### src/rtl/fllr_pkg.sv
// ----------------------------------------------------------------------------
// fllr_pkg
// Shared types and constants for the queue/stack store with remove by value.
// ----------------------------------------------------------------------------
`default_nettype none

package fllr_pkg;

    localparam int DEPTH  = 16;
    localparam int DATA_W = 32;
    localparam int VAL_W  = 32;
    localparam int CNT_W  = $clog2(DEPTH + 1);
    localparam int LEN_W  = 5;
    localparam int OP_W   = 2;
    localparam int ST_W   = 2;
    localparam int OUT_W  = ((VAL_W + LEN_W + 7) / 8) * 8;

    typedef enum logic [OP_W-1:0] {
        OP_INSERT = 2'd0,
        OP_TAKE   = 2'd1,
        OP_REMOVE = 2'd2
    } t_opcode;

    typedef enum logic [ST_W-1:0] {
        ST_OK   = 2'd0,
        ST_MISS = 2'd1,
        ST_FULL = 2'd2
    } t_status;

    typedef struct packed {
        logic load_value;
        logic load_left;
        logic load_right;
        logic remove_en;
        logic occupied;
    } t_cell_ctl;

endpackage

`default_nettype wire

### src/rtl/fllr_cell.sv
// ----------------------------------------------------------------------------
// fllr_cell
// One storage cell of the chain: holds an entry, compares it against the
// search value and loads from the new value or either neighbour.
// ----------------------------------------------------------------------------
`default_nettype none

module fllr_cell (
    input  wire                      i_clk,
    input  wire fllr_pkg::t_cell_ctl i_ctl,
    input  wire [fllr_pkg::DATA_W-1:0] i_value,
    input  wire [fllr_pkg::DATA_W-1:0] i_left,
    input  wire [fllr_pkg::DATA_W-1:0] i_right,
    input  wire                      i_hit,
    output logic                     o_hit,
    output logic [fllr_pkg::DATA_W-1:0] o_data
);
    import fllr_pkg::*;

    logic [DATA_W-1:0] r_data;
    logic [DATA_W-1:0] n_data;
    logic              w_match;

    assign w_match = i_ctl.occupied && (r_data == i_value);
    assign o_hit   = i_hit || w_match;
    assign o_data  = r_data;

    always_comb begin
        n_data = r_data;
        if (i_ctl.load_value) begin
            n_data = i_value;
        end else if (i_ctl.load_left) begin
            n_data = i_left;
        end else if (i_ctl.load_right || (i_ctl.remove_en && o_hit)) begin
            n_data = i_right;
        end
    end

    always_ff @(posedge i_clk) begin
        r_data <= n_data;
    end

endmodule

`default_nettype wire

### src/rtl/fifo_lifo_with_remove_by_value_unit.sv
// ----------------------------------------------------------------------------
// fifo_lifo_with_remove_by_value_unit
// Bounded queue/stack of tokens with take and remove-first-match.
// ----------------------------------------------------------------------------
// The row of cells compares every entry with the search value and shifts in
// parallel at the transfer, and the result lands in a single output register
// in the following cycle. A new operation is accepted every cycle while the
// output register is empty or being drained, so sustained throughput is one
// operation per clock. stack_mode only moves where an insert goes (tail in
// queue order, head in stack order); the user must write it through
// i_cfg_wr_en only while the block is idle, which the block does not enforce.
// ----------------------------------------------------------------------------
`default_nettype none

module fifo_lifo_with_remove_by_value_unit (
    input  wire                          i_clk,
    input  wire                          i_rst_n,
    input  wire                          i_cfg_wr_en,
    input  wire                          i_cfg_wr_data,   // stack_mode
    input  wire                          s_axis_tvalid,
    output logic                         s_axis_tready,
    input  wire [fllr_pkg::VAL_W-1:0]    s_axis_tdata,    // [31:0] value
    input  wire [fllr_pkg::OP_W-1:0]     s_axis_tuser,    // [1:0] opcode
    output logic                         m_axis_tvalid,
    input  wire                          m_axis_tready,
    output logic [fllr_pkg::OUT_W-1:0]   m_axis_tdata,    // [31:0] taken_value,
                                                          // [36:32] length, pad
    output logic [fllr_pkg::ST_W-1:0]    m_axis_tuser     // [1:0] status
);
    import fllr_pkg::*;

    logic              r_stack_mode;
    logic [CNT_W-1:0]  r_count;
    logic [CNT_W-1:0]  n_count;
    logic              r_out_valid;
    logic [VAL_W-1:0]  r_taken;
    logic [LEN_W-1:0]  r_len;
    t_status           r_status;
    t_status           n_status;
    logic [VAL_W-1:0]  n_taken;

    logic              w_accept;
    logic [DATA_W-1:0] w_value;
    logic              w_full;
    logic              w_empty;
    logic              w_ins;
    logic              w_take;
    logic              w_rem;

    logic [DATA_W-1:0] w_data [DEPTH];
    logic [DEPTH:0]    w_hit;
    t_cell_ctl         w_ctl  [DEPTH];

    assign w_accept      = s_axis_tvalid && s_axis_tready;
    assign s_axis_tready = i_rst_n && (!r_out_valid || m_axis_tready);
    assign w_value       = s_axis_tdata[DATA_W-1:0];
    assign w_full        = (r_count == CNT_W'(DEPTH));
    assign w_empty       = (r_count == '0);
    assign w_hit[0]      = 1'b0;

    always_comb begin
        w_ins    = 1'b0;
        w_take   = 1'b0;
        w_rem    = 1'b0;
        n_count  = r_count;
        n_status = ST_MISS;
        n_taken  = '0;
        case (t_opcode'(s_axis_tuser))
            OP_INSERT: begin
                if (w_full) begin
                    n_status = ST_FULL;
                end else begin
                    w_ins    = w_accept;
                    n_count  = r_count + CNT_W'(1);
                    n_status = ST_OK;
                end
            end
            OP_TAKE: begin
                if (!w_empty) begin
                    w_take   = w_accept;
                    n_count  = r_count - CNT_W'(1);
                    n_status = ST_OK;
                    n_taken  = VAL_W'(w_data[0]);
                end
            end
            OP_REMOVE: begin
                if (w_hit[DEPTH]) begin
                    w_rem    = w_accept;
                    n_count  = r_count - CNT_W'(1);
                    n_status = ST_OK;
                end
            end
            default: begin
                n_status = ST_MISS;
            end
        endcase
    end

    for (genvar g = 0; g < DEPTH; g++) begin : g_cell
        logic [DATA_W-1:0] w_left;
        logic [DATA_W-1:0] w_right;

        if (g == 0) begin : g_head
            assign w_left = w_value;
        end else begin : g_mid
            assign w_left = w_data[g-1];
        end
        if (g == DEPTH - 1) begin : g_tail
            assign w_right = w_data[g];
        end else begin : g_body
            assign w_right = w_data[g+1];
        end

        always_comb begin
            w_ctl[g].occupied   = (CNT_W'(g) < r_count);
            w_ctl[g].load_value = w_ins &&
                                  (r_stack_mode ? (g == 0) : (r_count == CNT_W'(g)));
            w_ctl[g].load_left  = w_ins && r_stack_mode;
            w_ctl[g].load_right = w_take;
            w_ctl[g].remove_en  = w_rem;
        end

        fllr_cell u_cell (
            .i_clk   (i_clk),
            .i_ctl   (w_ctl[g]),
            .i_value (w_value),
            .i_left  (w_left),
            .i_right (w_right),
            .i_hit   (w_hit[g]),
            .o_hit   (w_hit[g+1]),
            .o_data  (w_data[g])
        );
    end

    always_ff @(posedge i_clk) begin
        if (!i_rst_n) begin
            r_stack_mode <= 1'b0;
            r_count      <= '0;
            r_out_valid  <= 1'b0;
        end else begin
            if (i_cfg_wr_en) begin
                r_stack_mode <= i_cfg_wr_data;
            end
            if (w_accept) begin
                r_count     <= n_count;
                r_out_valid <= 1'b1;
            end else if (m_axis_tready) begin
                r_out_valid <= 1'b0;
            end
        end
    end

    always_ff @(posedge i_clk) begin
        if (w_accept) begin
            r_status <= n_status;
            r_taken  <= n_taken;
            r_len    <= LEN_W'(n_count);
        end
    end

    assign m_axis_tvalid = r_out_valid;
    assign m_axis_tuser  = r_status;
    assign m_axis_tdata  = OUT_W'({r_len, r_taken});

endmodule

`default_nettype wire

### config.mk
export PLATFORM = sky130hd
export DESIGN_NAME = fifo_lifo_with_remove_by_value_unit
export DESIGN_NICKNAME = d
export VERILOG_FILES = /design/src/rtl/fllr_pkg.sv /design/src/rtl/fllr_cell.sv /design/src/rtl/fifo_lifo_with_remove_by_value_unit.sv
export SDC_FILE = /design/constraint.sdc
export NUM_CORES = 2
export LEC_CHECK = 0
export ABC_AREA = 1
export BUFFER_PORTS_ARGS = -buffer_cell sky130_fd_sc_hd__buf_2
export CAP_MARGIN = 20
export CELL_PAD_IN_SITES_DETAIL_PLACEMENT = 1
export CELL_PAD_IN_SITES_GLOBAL_PLACEMENT = 1
export CORE_AREA = 3 3 327 248
export CTS_CLUSTER_DIAMETER = 50
export DETAILED_ROUTE_END_ITERATION = 6
export DIE_AREA = 0 0 330 251
export PLACE_DENSITY = 0.77
export SLEW_MARGIN = 20
export SYNTH_ARGS = -nofsm -noshare
export SYNTH_HDL_FRONTEND = slang
export SYNTH_SLANG_ARGS = --single-unit
### constraint.sdc
create_clock -name i_clk -period 4.31 [get_ports i_clk]
set_input_delay 0.862 -clock i_clk [delete_from_list [all_inputs] [get_ports i_clk]]
set_output_delay 0.862 -clock i_clk [all_outputs]
set_load 0.01 [all_outputs]
; ---- Word level (Yosys, flattened, before mapping)
; Cells that the tools add are included.
[totals]
memories = 0
register_bits = 558
inputBits = 40
rom_bits = 0
ram_bits = 0
out_inout_bits = 44
latchBits = 0
wordCells = 256
[classes]
n_eq_ne = 34
n_reduce_logical = 102
n_shift = 0
div_mod_pow = 0
bitwise_logic = 1
n_mux = 79
n_addsub = 2
magnitude_cmp = 16
multipliers = 0
[ops]
columns = op, n
row1 = $mux 32, 47
row2 = $eq 32x32->1, 16
row3 = $logic_and 1x1->1, 50
row4 = $reduce_bool 3->1, 15
row5 = $eq 5x4->1 const B, 8
row6 = $lt 4x5->1 const A, 8
row7 = $logic_or 1x1->1, 31
row8 = $mux 1, 26
row9 = $eq 5x3->1 const B, 4
row10 = $lt 3x5->1 const A, 4
row11 = $mux 5, 3
row12 = $pmux 5 s3, 1
row13 = $eq 5x2->1 const B, 2
row14 = $lt 1x5->1 const A, 2
row15 = $lt 2x5->1 const A, 2
row16 = $pmux 2 s3, 1
row17 = $add 5x1->5 const B, 1
row18 = $eq 5x1->1 const B, 1
row19 = $eq 5x5->1 const B, 1
row20 = $logic_not 5->1, 1
row21 = $sub 5x1->5 const B, 1
row22 = $reduce_bool 2->1, 2
row23 = $eq 2x1->1 const B, 1
row24 = $eq 2x2->1 const B, 1
row25 = other kinds (5), 5

; ---- Logic depth before layout (Yosys ltp)
[depth]
ltp_word = 24
depth_mapped = 23
depth_no_buf = 21

; ---- Modules after synthesis
; Synthesis repeated with hierarchy kept, for this count alone.
[unflattened]
hier_cells = 4996
hier_area_um2 = 37424.6
[by_module_without_submodules]
columns = mod, instances, seq_area_each_um2, area_each_um2, cells_per_inst
row1 = fllr_cell, 16, 960.9, 2183.3, 294
row2 = fifo_lifo_with_remove_by_value_unit, 1, 1311.3, 2491.1, 292

; ---- Worst setup path before layout
; Ideal clock, no wire load.
[synth_timing]
kind = input to register
start = in s_axis_tdata[20] (netlist bit)
end = reg g_cell[13].u_cell.r_data[0] (enable)
arrival_time_ns = 4.210
setup_slack_ns = -0.330
t_required_ns = 3.879
cell_stages = 12
n_path_buf = 2
setup_ns = 0.431
cell_sequence = buf_2 > clkinv_1 > clkbuf_1 > nand2_1 > o21ai_0 > nor4_1 > nand2_1 > nor4_1 > nand4_1 > nand3_4 > nand3_4 > o211ai_1
[synth_via]
elab_chain_len = 22
elab_cells_between_ends = 52
classes_between = eq/ne (16) / mux (2) / reduce/logical (34)
[synth_lines]
columns = item, line_no
row1 = start: declaration, fifo_lifo_with_remove_by_value_unit.sv:22  ; input wire [fllr_pkg::VAL_W-1:0] s_axis_tdata,
row2 = $eq 32x32->1, fllr_cell.sv:24  ; assign w_match = i_ctl.occupied && (r_data == i_value);
row3 = $logic_and 1x1->1, fllr_cell.sv:24
row4 = $logic_or 1x1->1 (15 in a row), fllr_cell.sv:25  ; assign o_hit = i_hit || w_match;
row5 = $mux 1, fifo_lifo_with_remove_by_value_unit.sv:87  ; if (w_hit[DEPTH]) begin
row6 = $mux 1, fifo_lifo_with_remove_by_value_unit.sv:68  ; case (t_opcode'(s_axis_tuser))
row7 = $logic_and 1x1->1 *, fllr_cell.sv:34  ; end else if (i_ctl.load_right || (i_ctl.remove_en && o_hit)) begin
row8 = $logic_or 1x1->1 *, fllr_cell.sv:34
row9 = $reduce_bool 3->1 (no source line) *, -
row10 = end signal: assignment, fllr_cell.sv:40  ; r_data <= n_data;
row11 = end: declaration, fllr_cell.sv:20  ; logic [DATA_W-1:0] r_data;
; Mark *: on every way between the ends. The rest lies on a longest branch, timed or not.
; A chain may end at the register's enable or synchronous reset.

; ---- Worst setup path in the final report
[layout_timing]
start = reg r_count[3]
end = reg g_cell[11].u_cell.r_data[17] (enable)
[layout_via]
elab_chain_len = 22
elab_cells_between_ends = 62
classes_between = order compare (16) / eq/ne (2) / mux (7) / reduce/logical (37)
[layout_lines]
columns = item, line_no
row1 = start: declaration, fifo_lifo_with_remove_by_value_unit.sv:33  ; logic [CNT_W-1:0] r_count;
row2 = start signal: assignment, fifo_lifo_with_remove_by_value_unit.sv:145  ; r_count <= n_count;
row3 = $lt 1x5->1, fifo_lifo_with_remove_by_value_unit.sv:115  ; w_ctl[g].occupied = (CNT_W'(g) < r_count);
row4 = $logic_and 1x1->1, fllr_cell.sv:24
row5 = $logic_or 1x1->1 (15 in a row), fllr_cell.sv:25
row6 = $mux 1, fifo_lifo_with_remove_by_value_unit.sv:87
row7 = $mux 1, fifo_lifo_with_remove_by_value_unit.sv:68
row8 = $logic_and 1x1->1, fllr_cell.sv:34
row9 = $logic_or 1x1->1, fllr_cell.sv:34
row10 = $reduce_bool 3->1 (no source line) *, -
row11 = end signal: assignment, fllr_cell.sv:40
row12 = end: declaration, fllr_cell.sv:20
; Marks and branches as above.

==> impl_metrics.env <==
export IMPL_ios=84
export IMPL_rows=89
export IMPL_ir_drop_mv=0.247
export IMPL_die_area_um2=82800
export IMPL_syn_avg_cell_area_um2=8.69
export IMPL_synthAdderAreaFrac_pct=0.182
export IMPL_p_sw_share_pct=27.9
export IMPL_wire_per_inst_um=32.2
export IMPL_cts_buffer_depth=3
export IMPL_drive_gt1_share_pct=13.6
export IMPL_max_slew_margin_pct=40.4
export IMPL_power_frac_comb_pct=11.3
export IMPL_start_util_pct=43.8
export IMPL_grt_pass1_wl_um=234000
export IMPL_critPathArrivalTime_ns=4.37
export IMPL_grt_util_all_layers_pct=39.0
export IMPL_insertion_delay_ns=0.65
export IMPL_whs_ns=0.463
export IMPL_fill_cells=9074
export IMPL_ant_nets=0
export IMPL_ys_top_cells_by_area="edfxtp_1 (48%), nand2_1 (9.9%), o211ai_1 (7.1%), o21ai_0 (6.4%), xor2_1 (3.7%)"
export IMPL_final_cell_area_um2=39500
export IMPL_grt_pass1_vias=32100
export IMPL_hp_class="in2reg"
export IMPL_worst_ep_required_time_ns=4.66
export IMPL_status="finished, final reports clean"
export IMPL_setup_viol_count_final=0
export IMPL_ys_seq_area_share_pct=48.7
export IMPL_internal_power_mw=9.93
export IMPL_syn_to_final_growth_pct=15.1
export IMPL_cts_tree="done"
export IMPL_seq_power_share_pct=45.0
export IMPL_grt_max_degree=100
export IMPL_hpwl_um=123000
export IMPL_synth_compound_area_share_pct=18.9
export IMPL_ys_seq_elements=558
export IMPL_worst_setup_hold_path_clk_slew_ns=0.06
export IMPL_yosysWarnings=0
export IMPL_port_buffers=80
export IMPL_gr_total_overflow=0
export IMPL_cts_root_buffer="clkbuf_16"
export IMPL_leakage_nw=14.9
export IMPL_cts_sinks=558
export IMPL_startpoint_type="flop"
export IMPL_hold_viol_final=0
export IMPL_gp_congestion=1.05
export IMPL_fin_util_pct=50.4
export IMPL_syn_area_um2=34300
export IMPL_worst_path_max_fanout=32
export IMPL_hold_buffers=0
export IMPL_htree_levels=3
export IMPL_synthSimpleGateAreaFrac_pct=17.7
export IMPL_slowest_stage="dfxtp_1"
export IMPL_die_w_um=330
export IMPL_power_frac_clock_pct=43.7
export IMPL_dieHeight_um=251
export IMPL_crit_chain="inv_1 > nor2_1 > nand2_1 > o2111ai_1 > nor2_1 > nand4_1 > buf_4 > nand4_2 > nor2_4 > nand4_4 > nor2_4 > nand3_4 > nand3_4 > inv_2 > buf_4 > nand2_2 > nand3_1 > buf_12"
export IMPL_coreArea_um2=78300
export IMPL_yosysTopAreaCell="edfxtp_1"
export IMPL_slew_viol_final=0
export IMPL_first_pass_iters=7
export IMPL_period_share_pct=93.1
export IMPL_rsz0062_at_grt="no"
export IMPL_synth_xor_area_share_pct=6.87
export IMPL_antenna_found_initial=10
export IMPL_fin_nets=4055
export IMPL_synthMuxAreaShare_pct=0
export IMPL_critPathCaptureType="flop"
export IMPL_critPathMaxStageDelay_ns=0.62
export IMPL_synth_top_family_by_area="compound AO/OA/AOI/OAI gates"
export IMPL_skew_ns=0.0376
export IMPL_drv_cap=0
export IMPL_avgViaCountPerCell=6.64
export IMPL_fin_setup_tns_ns=0
export IMPL_cts_resized=0
export IMPL_numCtsBuffers=71
export IMPL_place_area_um2=37200
export IMPL_max_freq_mhz=249
export IMPL_drtIter0Drc=5962
export IMPL_path_class="reg2reg"
export IMPL_postSynthCellCount=3944
export IMPL_worstMarginPinSlew_ns=0.885
export IMPL_routed_wl_um=165000
export IMPL_via_count=33914
export IMPL_final_min_clock_period_ns=4.01
export IMPL_netlist_area_leader_share_pct=48.3
export IMPL_post_cts_buffers=0
export IMPL_powerDensity_nw_per_um2=349
export IMPL_drc=0
export IMPL_synth_cell_type_count=44
export IMPL_switchingPower_mw=3.85
export IMPL_total_power_mw=13.8
## synthesized netlist by cell type, drive strengths merged
cell type  count
nand2        917
edfxtp       551
o21ai        438
o211ai       326
inv          296
nor2         224
clkbuf       214
xor2         145
xnor2        124
buf          123
nand3        101
o22ai         79
a21oi         70
a31oi         67
nand4         66
nor4          47
or2           43
o221ai        34
nor3          18
o2111ai       13
a221oi         9
clkinv         8
dfxtp          7
a21boi         5
ha             5
nand3b         5
a2111oi        3
nor4b          3
a221o          1
conb           1
or4            1
## stage by stage
stage	setup slack, ns	instances
CTS	0.379	5108
detailed placement	0.00734	4983
floorplan	-0.199	3946
finish	0.298	5110
global route	0.140	5108
global placement	0.109	4983
## logic make-up (layout without fill, tap and decap cells)
logic type	count (synthesis)	in the layout
adder cells (fa/ha/maj)	5	5
AO/OA/AOI/OAI	1045	1045
flip-flops	558	558
buffers and inverters	641	757
XOR/XNOR	269	269
other	1	5
AND/OR/NAND/NOR	1425	1425
## state kept, by name, indices dropped and copies added (netlist names)
register              count
g_cell.u_cell.o_data    512
r_taken                  32
r_count                   5
r_len                     5
m_axis_tuser              2
m_axis_tvalid             1
r_stack_mode              1
## power by group through the flow
stage	registers [mW]	logic [mW]	clock network, mW
floorplan	6.26	0.763	0
global placement	6.30	1.44	0
detailed placement	6.30	1.46	0
CTS	6.19	1.48	6.04
global route	6.20	1.60	6.22
finish	6.20	1.56	6.01
## layout make-up
type	count	area, um^2	share of cell area [%]
inverters	304	1160	2.94
multi-input cells	2747	15100	38.3
diodes	2	5.00	0.0127
well taps	1046	1310	3.32
clock buffers	83	1890	4.78
repair buffers	328	2960	7.50
flip-flops and latches	558	16700	42.3
clock inverters	42	369	0.935
## worst paths after layout
path | from | to | slack, ns | depth (start not counted)
worst min-delay path | s_axis_tvalid | m_axis_tvalid | 0.46 | 3
worst min register to register | m_axis_tvalid | m_axis_tvalid | 0.52 | 2
worst max-delay path | r_count[3] | g_cell[11].u_cell.o_data[17] | 0.30 | 18
worst max register to register | r_count[3] | g_cell[11].u_cell.o_data[17] | 0.30 | 18
## worst max-delay path: cells and delay by family, from the launching register on
family	cells	cell delay (ns)
DFF	1	0.62
and+or+nand+nor	12	2.03
buffers and inverters	5	0.76
AOI/OAI and AO/OA	1	0.29
## per-layer routing
layer	wire length [um]	vias to the layer above	track usage, %
met2	63200	2574	50.7
met5	74	-	0
li1	-	14032	-
met4	4060	12	9.06
met3	28900	288	18.1
met1	68300	17008	58.0
## placed cells by master (no fill, tap or decap), types with 74 or more instances in the layout
| cell | instances |
|---|---|
| o21ai_0 | 435 |
| nor2_1 | 213 |
| o22ai_1 | 79 |
| xor2_1 | 145 |
| nand2_1 | 906 |
| xnor2_1 | 123 |
| nand3_1 | 87 |
| clkbuf_16 | 74 |
| buf_2 | 80 |
| buf_4 | 192 |
| edfxtp_1 | 551 |
| inv_1 | 274 |
| o211ai_1 | 326 |
Power figures use the tool's default switching activity.
